[src/design/odi16_pkg.sv]
// Package: widths, dither mask ROM and lookup for the IRGB ordered dither unit.
package odi16_pkg;

  localparam int unsigned CHAN_W   = 8;
  localparam int unsigned PHASE_W  = 2;
  localparam int unsigned IDX_W    = 4;
  localparam int unsigned NUM_CHAN = 3;
  localparam int unsigned DIV_W    = CHAN_W + 1;   // max + 8 reaches 263
  localparam int unsigned SPREAD_W = CHAN_W + 2;   // 3 * max reaches 765
  localparam int unsigned MASK_W   = 32;
  localparam int unsigned POS_W    = 5;

  localparam logic [DIV_W-1:0]    DIVISOR_BIAS = DIV_W'(8);
  localparam logic [SPREAD_W-1:0] GREY_LIMIT   = SPREAD_W'(8);
  localparam logic [MASK_W-1:0]   FULL_MASK    = 32'hFFFF_FFFF;

  typedef logic [CHAN_W-1:0]  chan_t;
  typedef logic [PHASE_W-1:0] phase_t;
  typedef logic [IDX_W-1:0]   nib_t;
  typedef logic [MASK_W-1:0]  mask_t;

  // Ordered dither masks, one 4x4 tile per entry, row n in byte n.
  localparam mask_t DITHER_ROM [16] = '{
    32'h0000_0000, 32'h8800_0000, 32'h8800_2200, 32'h8800_AA00,
    32'hAA00_AA00, 32'hAA44_AA00, 32'hAA44_AA11, 32'hAA44_AA55,
    32'hAA55_AA55, 32'hAADD_AA55, 32'hAADD_AA77, 32'hAADD_AAFF,
    32'hAAFF_AAFF, 32'hEEFF_AAFF, 32'hEEFF_BBFF, 32'hEEFF_FFFF
  };

  // The bright table differs from the dim table only in its top entry.
  function automatic mask_t dith_mask(input nib_t idx, input logic bright_tab);
    mask_t m;
    m = DITHER_ROM[idx];
    if (bright_tab && (idx == nib_t'(15))) begin
      m = FULL_MASK;
    end
    return m;
  endfunction

endpackage

[src/design/odi16_if.sv]
// Interfaces: pixel input channel and palette index output channel.
interface odi16_pix_if;
  logic                 valid;
  logic                 ready;
  odi16_pkg::chan_t     red;
  odi16_pkg::chan_t     green;
  odi16_pkg::chan_t     blue;
  odi16_pkg::phase_t    col_phase;
  odi16_pkg::phase_t    row_phase;

  modport source (output valid, red, green, blue, col_phase, row_phase, input ready);
  modport sink   (input valid, red, green, blue, col_phase, row_phase, output ready);
endinterface

interface odi16_idx_if;
  logic              valid;
  logic              ready;
  odi16_pkg::nib_t   palette_index;

  modport source (output valid, palette_index, input ready);
  modport sink   (input valid, palette_index, output ready);
endinterface

[src/design/ordered_dither_irgb16_unit.sv]
// Top level: four-stage pipelined 4x4 ordered dither to a 16-color IRGB palette.
//
//   channel  | dir | payload                                   | handshake
//   pix_i    | in  | red, green, blue, col_phase, row_phase    | valid / ready
//   idx_o    | out | palette_index (bit0 R, 1 G, 2 B, 3 I)     | valid / ready
//
// One pixel transfer per clock while idx_o does not stall; output valid rises once a pixel
// has moved through the stage 1, stage 2 and stage 3 registers into the output register.
// Stages: max and divisor, two division steps plus class, two division steps, mask lookup.
// The per-channel division c*16/(max+8) is a restoring divider, two quotient bits per stage.
// Reset clears the stage valid bits only; payload registers are not reset.
// A stall on idx_o holds each full stage; empty stages still fill, so bubbles close up.
module ordered_dither_irgb16_unit (
  input logic         clk_i,
  input logic         rst_ni,
  odi16_pix_if.sink   pix_i,
  odi16_idx_if.source idx_o
);
  import odi16_pkg::*;

  // Stage valid bits and advance enables
  logic s1_v_q, s2_v_q, s3_v_q, out_v_q;
  logic adv1, adv2, adv3, adv4;

  // Stage 1 payload
  chan_t              s1_chan_q [NUM_CHAN];
  chan_t              s1_max_q;
  logic [DIV_W-1:0]   s1_div_q;
  phase_t             s1_col_q, s1_row_q;
  chan_t              max_d;
  logic [DIV_W-1:0]   div_d;

  // Stage 2 payload
  logic [DIV_W-1:0]   s2_rem_q [NUM_CHAN];
  logic [1:0]         s2_quo_q [NUM_CHAN];
  nib_t               s2_dim_q [NUM_CHAN];
  logic [DIV_W-1:0]   s2_div_q;
  logic               s2_bright_q, s2_grey_q, s2_mid_q;
  nib_t               s2_mi_q;
  phase_t             s2_col_q, s2_row_q;
  logic [DIV_W-1:0]   rem2_d [NUM_CHAN];
  logic [1:0]         quo2_d [NUM_CHAN];
  logic               grey_d;

  // Stage 3 payload
  nib_t               s3_quo_q [NUM_CHAN];
  nib_t               s3_dim_q [NUM_CHAN];
  logic               s3_bright_q, s3_grey_q, s3_mid_q;
  nib_t               s3_mi_q;
  phase_t             s3_col_q, s3_row_q;
  nib_t               quo3_d [NUM_CHAN];

  // Output register
  nib_t               out_idx_q;
  nib_t               out_idx_d;

  // Advance a stage when it is empty or its successor advances
  assign adv4 = !out_v_q || idx_o.ready;
  assign adv3 = !s3_v_q  || adv4;
  assign adv2 = !s2_v_q  || adv3;
  assign adv1 = !s1_v_q  || adv2;

  assign pix_i.ready         = adv1;
  assign idx_o.valid         = out_v_q;
  assign idx_o.palette_index = out_idx_q;

  // Move valid bits down the pipe
  always_ff @(posedge clk_i or negedge rst_ni) begin
    if (!rst_ni) begin
      s1_v_q  <= 1'b0;
      s2_v_q  <= 1'b0;
      s3_v_q  <= 1'b0;
      out_v_q <= 1'b0;
    end else begin
      if (adv1) s1_v_q  <= pix_i.valid;
      if (adv2) s2_v_q  <= s1_v_q;
      if (adv3) s3_v_q  <= s2_v_q;
      if (adv4) out_v_q <= s3_v_q;
    end
  end

  // Stage 1: largest channel and divisor max + 8
  always_comb begin
    max_d = (pix_i.red > pix_i.green) ? pix_i.red : pix_i.green;
    if (max_d < pix_i.blue) begin
      max_d = pix_i.blue;
    end
    div_d = {1'b0, max_d} + DIVISOR_BIAS;
  end

  always_ff @(posedge clk_i) begin
    if (adv1) begin
      s1_chan_q[0] <= pix_i.red;
      s1_chan_q[1] <= pix_i.green;
      s1_chan_q[2] <= pix_i.blue;
      s1_max_q     <= max_d;
      s1_div_q     <= div_d;
      s1_col_q     <= pix_i.col_phase;
      s1_row_q     <= pix_i.row_phase;
    end
  end

  // Stage 2: first two quotient bits and the grey test
  always_comb begin
    logic [DIV_W:0]     t;
    logic [DIV_W-1:0]   r;
    logic [SPREAD_W-1:0] spread;
    for (int i = 0; i < NUM_CHAN; i++) begin
      r = {1'b0, s1_chan_q[i]};
      for (int s = 1; s >= 0; s--) begin
        t = {r, 1'b0};
        if (t >= {1'b0, s1_div_q}) begin
          quo2_d[i][s] = 1'b1;
          t            = t - {1'b0, s1_div_q};
        end else begin
          quo2_d[i][s] = 1'b0;
        end
        r = t[DIV_W-1:0];
      end
      rem2_d[i] = r;
    end
    spread = SPREAD_W'(3) * {2'b00, s1_max_q}
           - {2'b00, s1_chan_q[0]} - {2'b00, s1_chan_q[1]} - {2'b00, s1_chan_q[2]};
    grey_d = (spread < GREY_LIMIT);
  end

  always_ff @(posedge clk_i) begin
    if (adv2) begin
      for (int i = 0; i < NUM_CHAN; i++) begin
        s2_rem_q[i] <= rem2_d[i];
        s2_quo_q[i] <= quo2_d[i];
        s2_dim_q[i] <= s1_chan_q[i][6:3];
      end
      s2_div_q    <= s1_div_q;
      s2_bright_q <= s1_max_q[7];
      s2_grey_q   <= grey_d;
      s2_mid_q    <= s1_max_q[6];
      s2_mi_q     <= s1_max_q[7] ? s1_max_q[6:3] : s1_max_q[5:2];
      s2_col_q    <= s1_col_q;
      s2_row_q    <= s1_row_q;
    end
  end

  // Stage 3: last two quotient bits
  always_comb begin
    logic [DIV_W:0]   t;
    logic [DIV_W-1:0] r;
    for (int i = 0; i < NUM_CHAN; i++) begin
      r = s2_rem_q[i];
      quo3_d[i][3:2] = s2_quo_q[i];
      for (int s = 1; s >= 0; s--) begin
        t = {r, 1'b0};
        if (t >= {1'b0, s2_div_q}) begin
          quo3_d[i][s] = 1'b1;
          t            = t - {1'b0, s2_div_q};
        end else begin
          quo3_d[i][s] = 1'b0;
        end
        r = t[DIV_W-1:0];
      end
    end
  end

  always_ff @(posedge clk_i) begin
    if (adv3) begin
      for (int i = 0; i < NUM_CHAN; i++) begin
        s3_quo_q[i] <= quo3_d[i];
        s3_dim_q[i] <= s2_dim_q[i];
      end
      s3_bright_q <= s2_bright_q;
      s3_grey_q   <= s2_grey_q;
      s3_mid_q    <= s2_mid_q;
      s3_mi_q     <= s2_mi_q;
      s3_col_q    <= s2_col_q;
      s3_row_q    <= s2_row_q;
    end
  end

  // Stage 4: pick masks by class and take the tile bit
  always_comb begin
    logic [POS_W-1:0] pos;
    mask_t            chm;
    mask_t            mim;
    pos = {s3_row_q, 1'b0, s3_col_q};
    for (int i = 0; i < NUM_CHAN; i++) begin
      if (s3_bright_q) begin
        chm = dith_mask(s3_quo_q[i], 1'b1);
      end else if (s3_grey_q) begin
        chm = s3_mid_q ? dith_mask(s3_mi_q, 1'b0) : '0;
      end else begin
        chm = dith_mask(s3_dim_q[i], 1'b0);
      end
      out_idx_d[i] = chm[pos];
    end
    if (s3_bright_q) begin
      mim = dith_mask(s3_mi_q, 1'b1);
    end else if (s3_grey_q) begin
      mim = s3_mid_q ? ~dith_mask(s3_mi_q, 1'b0) : dith_mask(s3_mi_q, 1'b0);
    end else begin
      mim = '0;
    end
    out_idx_d[3] = mim[pos];
  end

  always_ff @(posedge clk_i) begin
    if (adv4) begin
      out_idx_q <= out_idx_d;
    end
  end

`ifndef SYNTHESIS
  // Stage 1 holds the true maximum and its divisor
  a_max_ok: assert property (@(posedge clk_i) disable iff (!rst_ni)
    s1_v_q |-> (s1_max_q >= s1_chan_q[0]) && (s1_max_q >= s1_chan_q[1])
            && (s1_max_q >= s1_chan_q[2]) && (s1_div_q == {1'b0, s1_max_q} + DIVISOR_BIAS))
    else $error("stage 1 max or divisor wrong");

  // Partial remainders stay below the divisor
  a_rem_bound: assert property (@(posedge clk_i) disable iff (!rst_ni)
    s2_v_q |-> (s2_rem_q[0] < s2_div_q) && (s2_rem_q[1] < s2_div_q)
            && (s2_rem_q[2] < s2_div_q))
    else $error("division remainder out of range");

  // A stalled stage 3 keeps its item
  a_s3_hold: assert property (@(posedge clk_i) disable iff (!rst_ni)
    s3_v_q && !adv3 |=> s3_v_q && $stable(s3_quo_q[0]) && $stable(s3_mi_q)
                        && $stable(s3_col_q) && $stable(s3_row_q))
    else $error("stage 3 item changed during stall");

  // A new result only appears from a full stage 3
  a_out_src: assert property (@(posedge clk_i) disable iff (!rst_ni)
    $rose(out_v_q) |-> $past(s3_v_q))
    else $error("output valid without a stage 3 item");
`endif

endmodule

[src/flat_wrapper.sv]
// flat-port wrapper written by rule: the top's interface ports become plain ports
module ordered_dither_irgb16_unit_flat import odi16_pkg::*;
  (clk_i, rst_ni, pix_i_valid, pix_i_red, pix_i_green, pix_i_blue, pix_i_col_phase, pix_i_row_phase, pix_i_ready, idx_o_valid, idx_o_palette_index, idx_o_ready);
  odi16_pix_if pix_i_i ();
  odi16_idx_if idx_o_i ();
  input logic clk_i;
  input logic rst_ni;
  input wire logic [$bits(pix_i_i.valid)-1:0] pix_i_valid;
  input wire logic [$bits(pix_i_i.red)-1:0] pix_i_red;
  input wire logic [$bits(pix_i_i.green)-1:0] pix_i_green;
  input wire logic [$bits(pix_i_i.blue)-1:0] pix_i_blue;
  input wire logic [$bits(pix_i_i.col_phase)-1:0] pix_i_col_phase;
  input wire logic [$bits(pix_i_i.row_phase)-1:0] pix_i_row_phase;
  output wire logic [$bits(pix_i_i.ready)-1:0] pix_i_ready;
  output wire logic [$bits(idx_o_i.valid)-1:0] idx_o_valid;
  output wire logic [$bits(idx_o_i.palette_index)-1:0] idx_o_palette_index;
  input wire logic [$bits(idx_o_i.ready)-1:0] idx_o_ready;
  assign pix_i_i.valid = pix_i_valid;
  assign pix_i_i.red = pix_i_red;
  assign pix_i_i.green = pix_i_green;
  assign pix_i_i.blue = pix_i_blue;
  assign pix_i_i.col_phase = pix_i_col_phase;
  assign pix_i_i.row_phase = pix_i_row_phase;
  assign pix_i_ready = pix_i_i.ready;
  assign idx_o_valid = idx_o_i.valid;
  assign idx_o_palette_index = idx_o_i.palette_index;
  assign idx_o_i.ready = idx_o_ready;
  ordered_dither_irgb16_unit u_core (.clk_i(clk_i), .rst_ni(rst_ni), .pix_i(pix_i_i), .idx_o(idx_o_i));
endmodule
[config.mk]
export PLATFORM = sky130hd
export DESIGN_NAME = ordered_dither_irgb16_unit_flat
export DESIGN_NICKNAME = d
export VERILOG_FILES = /design/src/design/odi16_pkg.sv /design/src/design/odi16_if.sv /design/src/design/ordered_dither_irgb16_unit.sv /design/src/flat_wrapper.sv
export SDC_FILE = /design/constraint.sdc
export NUM_CORES = 1
export LEC_CHECK = 0
export ABC_AREA = 1
export BUFFER_PORTS_ARGS = -buffer_cell sky130_fd_sc_hd__buf_2
export CORE_ASPECT_RATIO = 1.25
export CORE_MARGIN = 10
export CORE_UTILIZATION = 60
export DETAILED_ROUTE_END_ITERATION = 10
export PLACE_DENSITY = 0.75
export RECOVER_POWER = 25
export SYNTH_ARGS = -nofsm -noshare
export SYNTH_HDL_FRONTEND = slang
export SYNTH_SLANG_ARGS = --single-unit
[constraint.sdc]
create_clock -name clk_i -period 4.09 [get_ports clk_i]
set_clock_uncertainty 0.05 [all_clocks]
set_input_delay 0.409 -clock clk_i [delete_from_list [all_inputs] [get_ports clk_i]]
set_output_delay 0.409 -clock clk_i [all_outputs]
set_load 0.02 [all_outputs]
### Word-level counts from Yosys, hierarchy flattened

Memory sizes are Yosys's and may differ from the RTL's.
Index checks and enable logic that the tools add are counted.

| storage, ports and cells | value |
|---|---|
| flip-flop bits (word level) | 60 |
| bits in latches | 0 |
| RAM bits | 93 |
| ROM bits | 3,584 |
| input bits | 32 |
| output and inout bits | 6 |
| word-level logic and storage cells | 158 |
| memories | 13 |

Memory list:

| name | depth | bits a word | read ports | clocked after memory_dff | write ports | line | RTL |
|---|---|---|---|---|---|---|---|
| (name not given) | 16 | 32 | 1 | 0 | 0 | odi16_pkg.sv:33 | `m = DITHER_ROM[idx];` |
| (name not given) | 16 | 32 | 1 | 0 | 0 | odi16_pkg.sv:33 |  |
| (name not given) | 16 | 32 | 1 | 0 | 0 | odi16_pkg.sv:33 |  |
| (name not given) | 16 | 32 | 1 | 0 | 0 | odi16_pkg.sv:33 |  |
| (name not given) | 16 | 32 | 1 | 0 | 0 | odi16_pkg.sv:33 |  |
| (name not given) | 16 | 32 | 1 | 0 | 0 | odi16_pkg.sv:33 |  |
| 7 more memories | n/a | n/a | n/a | n/a | n/a | n/a |  |

| operators by class | value |
|---|---|
| add/sub/neg operators | 13 |
| multipliers | 1 |
| div/mod/pow operators | 0 |
| order comparisons | 23 |
| eq/ne operators | 4 |
| shifts and indexed selects | 0 |
| multiplexer cells | 66 |
| bitwise logic cells | 8 |
| reduce and logical (&&, ||, !) cells | 8 |

Operator list:

| kind | number |
|---|---|
| two-way mux 28 bit | 28 |
| greater-or-equal comparator 10 x 9 -> 1 bit | 9 |
| two-way mux 9 bit | 9 |
| subtractor 9 bit | 9 |
| greater-or-equal comparator 5 bit, second input constant | 7 |
| NOT 4 -> 5 bit | 7 |
| subtractor 10 x 8 -> 10 bit | 3 |
| NOT 28 bit | 1 |
| greater-or-equal comparator 9 bit | 3 |
| two-way mux 1 bit | 22 |
| binary-select mux 1 bit (select 4 bit) | 4 |
| == test 4 bit, second input constant | 4 |
| two-way mux 8 bit | 2 |
| < comparator 10 x 4 -> 1 bit, second input constant | 1 |
| multiplier 2 x 8 -> 10 bit, first input constant | 1 |
| adder 8 x 4 -> 9 bit, second input constant | 1 |
| greater-than comparator 8 bit | 1 |
| < comparator 8 bit | 1 |
| < comparator 5 x 6 -> 1 bit, second input constant | 1 |
| zero test 1 bit | 4 |
| logical OR 1 bit | 4 |
| two-way mux 4 bit | 1 |

### Longest topological paths before layout

| depth | value |
|---|---|
| depth after elaboration | 10 |
| depth in mapped cells | 27 |
| mapped depth without buffers | 25 |

### Worst setup path after synthesis

No wires, ideal clock.

| timing | value |
|---|---|
| path type | register -> register |
| from | reg u_core.s1_div_q[1] |
| to | mem u_core.s2_rem_q[0][25] (netlist bit), data pin |
| setup time | 253 ps |
| data arrival time | 3,433 ps |
| required time | 3,787 ps |
| path slack | 354 ps |
| stages on the path, launching flop included | 18 |
| cell sequence | edfxtp_1 > inv_1 > ha_1 > inv_1 > nor3_1 > nand3_1 > nand3_2 > mux2_2 > ha_1 > a21oi_1 > nand2_1 > a21oi_1 > inv_1 > a221oi_4 > nand2_2 > buf_4 > nand2_1 > nand2_1 |

RTL lines:

| item | line | RTL |
|---|---|---|
| from (decl) | ordered_dither_irgb16_unit.sv:28 | `logic [DIV_W-1:0] s1_div_q;` |
| from (signal assigned) | ordered_dither_irgb16_unit.sv:97 | `s1_div_q <= div_d;` |
| to (decl) | ordered_dither_irgb16_unit.sv:34 | `logic [DIV_W-1:0] s2_rem_q [NUM_CHAN];` |

==> flow_summary.json <==
{
  "fp.dieH_um": 182,
  "seq_power_share_pct": 23.6,
  "hold_path_class": "in -> reg",
  "syn_area_um2": 12500,
  "hold_viol_final": 0,
  "yosysSeqAreaShare_pct": 35.8,
  "grt_pass1_wl_mm": 52.5,
  "synthFlopType": "edfxtp_1",
  "synthCells": 1457,
  "combPwrFrac_pct": 63.1,
  "port_buffers": 37,
  "critPathCaptureType": "flip-flop",
  "dp_hpwl_mm": 26.2,
  "die_w_um": 149,
  "criticalPathCategory": "reg -> reg",
  "dp.cells": 1772,
  "routed_wl_mm": 33.7,
  "synth_top_family_by_area": "adder cells",
  "clk_latency_ns": 0.43,
  "nets": 1738,
  "drive_gt1_share_pct": 12.4,
  "antenna_cells": 0,
  "synthMuxAreaShare_pct": 0.269,
  "max_clock_freq_ghz": 0.254,
  "setup_viol": 0,
  "synthAdderAreaFrac_pct": 18.2,
  "power_mw": 11.6,
  "gr-total-overflow": 0,
  "drt-initial-drc-count": 1010,
  "viasPerCell": 5.83,
  "synth.distinct_cells": 61,
  "synth_edf_count": 146,
  "synth_seq_cells": 150,
  "final_util_pct": 68.1,
  "post-synth-top-area-cell": "edfxtp_1",
  "finalCriticalPeriod_ns": 3.93,
  "p_per_area_nw_per_um2": 826,
  "synth_compound_area_share_pct": 17.1,
  "cp_data_arrival_time_ns": 4.17,
  "vias": 10700,
  "drc": 0,
  "ys_warn_count": 0,
  "worst_pin_slew_ns": 1.05,
  "antenna_found_initial": 0,
  "core_area_um2": 20700,
  "synth_top_cell_area_share_pct": 35.0,
  "status": "finished, final reports clean",
  "fin_crit_sh_pct": 96.1,
  "drv_cap": 0,
  "cts_buffer_depth": 2,
  "synth-xor-area-share_pct": 4.12,
  "grt_max_degree": 66,
  "rows": 59,
  "start_util_pct": 60.7,
  "swShare_pct": 46.9,
  "area_growth_pct": 12.3,
  "ir_worst_vdd_uv": 431,
  "synth-simple-area-share_pct": 16.6,
  "clk_pin_slew_ns": 0.07,
  "firstDrtPassIters": 6,
  "worst_ep_required_time_ns": 4.33,
  "gp_congestion": 1.04,
  "cts_tree": "done",
  "async_flop_share_pct": 2.67,
  "fin_ws_ns": 0.158,
  "drt-wirelength-per-cell_um": 18.4,
  "ant_nets": 0,
  "drv_slew": 0,
  "yosys-top-cells-area": "edfxtp_1 35%, ha_1 14%, nand2_1 7.6%, inv_1 6.5%, a21oi_1 4.8%",
  "cts_sinks": 150,
  "pre_cts_ws_ns": 0.0697,
  "crit_path_max_fanout": 7,
  "cts_root_buffer": "clkbuf_16",
  "clkPwrFrac_pct": 13.2,
  "grt_use_total_pct": 24.4,
  "start_kind": "flip-flop",
  "cts_made_buffers": 17,
  "syn-num-nets": 1656,
  "maxSlewHeadroom_pct": 29.7,
  "io_pins": 38,
  "die_area_um2": 27100,
  "switching_power_mw": 5.45,
  "cts.htree.levels": 4,
  "postSynthAreaPerCell_um2": 8.61,
  "finalNonFillerCells": 1826,
  "internal_power_mw": 6.18,
  "grt_pass1_vias": 10200,
  "total_leakage_power_nw": 6.46
}
## Yosys cell counts (all sizes together), types with 3 or more instances
cell	number
xor2	32
o21bai	4
o21a	4
ha	141
xnor2	27
nor2	70
dfrtp	4
fa	26
nand3	65
clkbuf	12
a21o	8
or2	8
buf	16
a221oi	4
o21ai	133
a21oi	125
inv	225
a32o	3
a31oi	12
mux2	3
o31ai	8
o22ai	5
o221ai	11
edfxtp	146
a221o	3
o2111ai	5
o211ai	16
nor3	24
nand4	16
nand3b	3
nand2	276
a211oi	4
a311oi	3
## layout make-up
class	instances	area [um^2]
Multi-Input combinational cell	1054	7260
Fill cell	1671	6590
Sequential cell	150	4480
Inverter	227	862
Timing Repair Buffer	89	549
Clock buffer	19	453
Tap cell	274	343
Clock inverter	13	134
## metal layers
metal,up-vias,share of wire [%],GRT usage (%)
met5,-,0,0
met4,0,5.8,15.1
met3,94,4.8,3.36
met2,385,49,41.1
met1,4941,40,28.8
li1,5234,-,-
## stage by stage
stage               TNS [ns]  area (um^2)  hold WS, ns
floorplan                  0        12500       0.0634
global placement           0        13200        0.165
detailed placement         0        13200        0.169
CTS                        0        13800       0.0980
global route          -0.253        14100       0.0991
finish                     0        14100        0.109
## sequential cells by signal, summed over array words and instances (netlist names), 2 cells and up
name                        count
u_core.s3_col_q                 2
u_core.s2_dim_q                12
u_core.s1_max_q                 5
u_core.s3_row_q                 2
u_core.s1_row_q                 2
u_core.s1_chan_q               24
u_core.s2_mi_q                  4
u_core.s3_mi_q                  4
u_core.s2_row_q                 2
u_core.idx_o.palette_index      4
u_core.s2_quo_q                 6
u_core.s2_col_q                 2
u_core.s3_dim_q                12
u_core.s2_div_q                 9
u_core.s3_quo_q                12
u_core.s1_col_q                 2
u_core.s1_div_q                 9
u_core.s2_rem_q                27
## cells in the final DEF (no fill, tap or decap), types with 15 or more instances in the layout
cell and instances:
a21oi_1 115, buf_4 51, clkbuf_1 23, clkbuf_16 17
edfxtp_1 146, fa_1 26, ha_1 136, inv_1 207
inv_2 15, nand2_1 253, nand3_1 61, nand4_1 16
nor2_1 65, nor3_1 18, o211ai_1 16, o21ai_0 111
o21ai_1 21, xnor2_1 27, xor2_1 32
## cell families (layout without fill, tap and decap cells)
group           Yosys count  count (layout)
compound gates          357             357
fa+ha+maj               167             167
simple gates            466             468
flops                   150             150
xor+xnor                 59              59
buf+inv                 255             348
mux                       3               3
## final timing paths
kind                                              start                      to  slack [ns]  cells after the start
worst min register to register    u_core.s2_quo_q[0][5]  u_core.s3_quo_q[0][11]        0.37                      0
worst max-delay path            u_core.s1_chan_q[0][21]  u_core.s2_rem_q[0][25]        0.16                     16
min in group asynchronous                        rst_ni           u_core.s1_v_q        0.31                      2
max in group asynchronous                        rst_ni      u_core.idx_o.valid        3.50                      2
worst min-delay path                 pix_i_col_phase[0]      u_core.s1_col_q[0]        0.11                      1
worst max register to register  u_core.s1_chan_q[0][21]  u_core.s2_rem_q[0][25]        0.16                     16
## worst max-delay path, cell delays in order (launching register included)
cell,delay [ns]
edfxtp_1,0.46
ha_1,0.36
inv_1,0.13
nor3_4,0.24
nand4_1,0.21
nand3_4,0.17
mux2_2,0.37
ha_1,0.34
a21oi_1,0.15
nand2_1,0.13
a21oi_2,0.18
inv_1,0.10
a221oi_4,0.43
buf_4,0.19
buf_4,0.10
nand3_1,0.07
nand2_1,0.09
## repair_timing
item	CTS	global route
endpoints found under the hold margin	4	0
resized for setup	0	46
setup endpoints to repair	0	28
hold buffers	1	0
buffers inserted	0	19
## power by group through the flow
stage | clock, mW | sequential, mW | combinational, mW
after floorplan | 0 | 2.59 | 5.42
after global placement | 0 | 2.75 | 6.63
after detailed placement | 0 | 2.76 | 6.86
after CTS | 1.56 | 2.73 | 6.92
after global routing | 1.62 | 2.79 | 8.25
final | 1.54 | 2.75 | 7.34
Note: power is estimated with default switching activity, not from simulation.
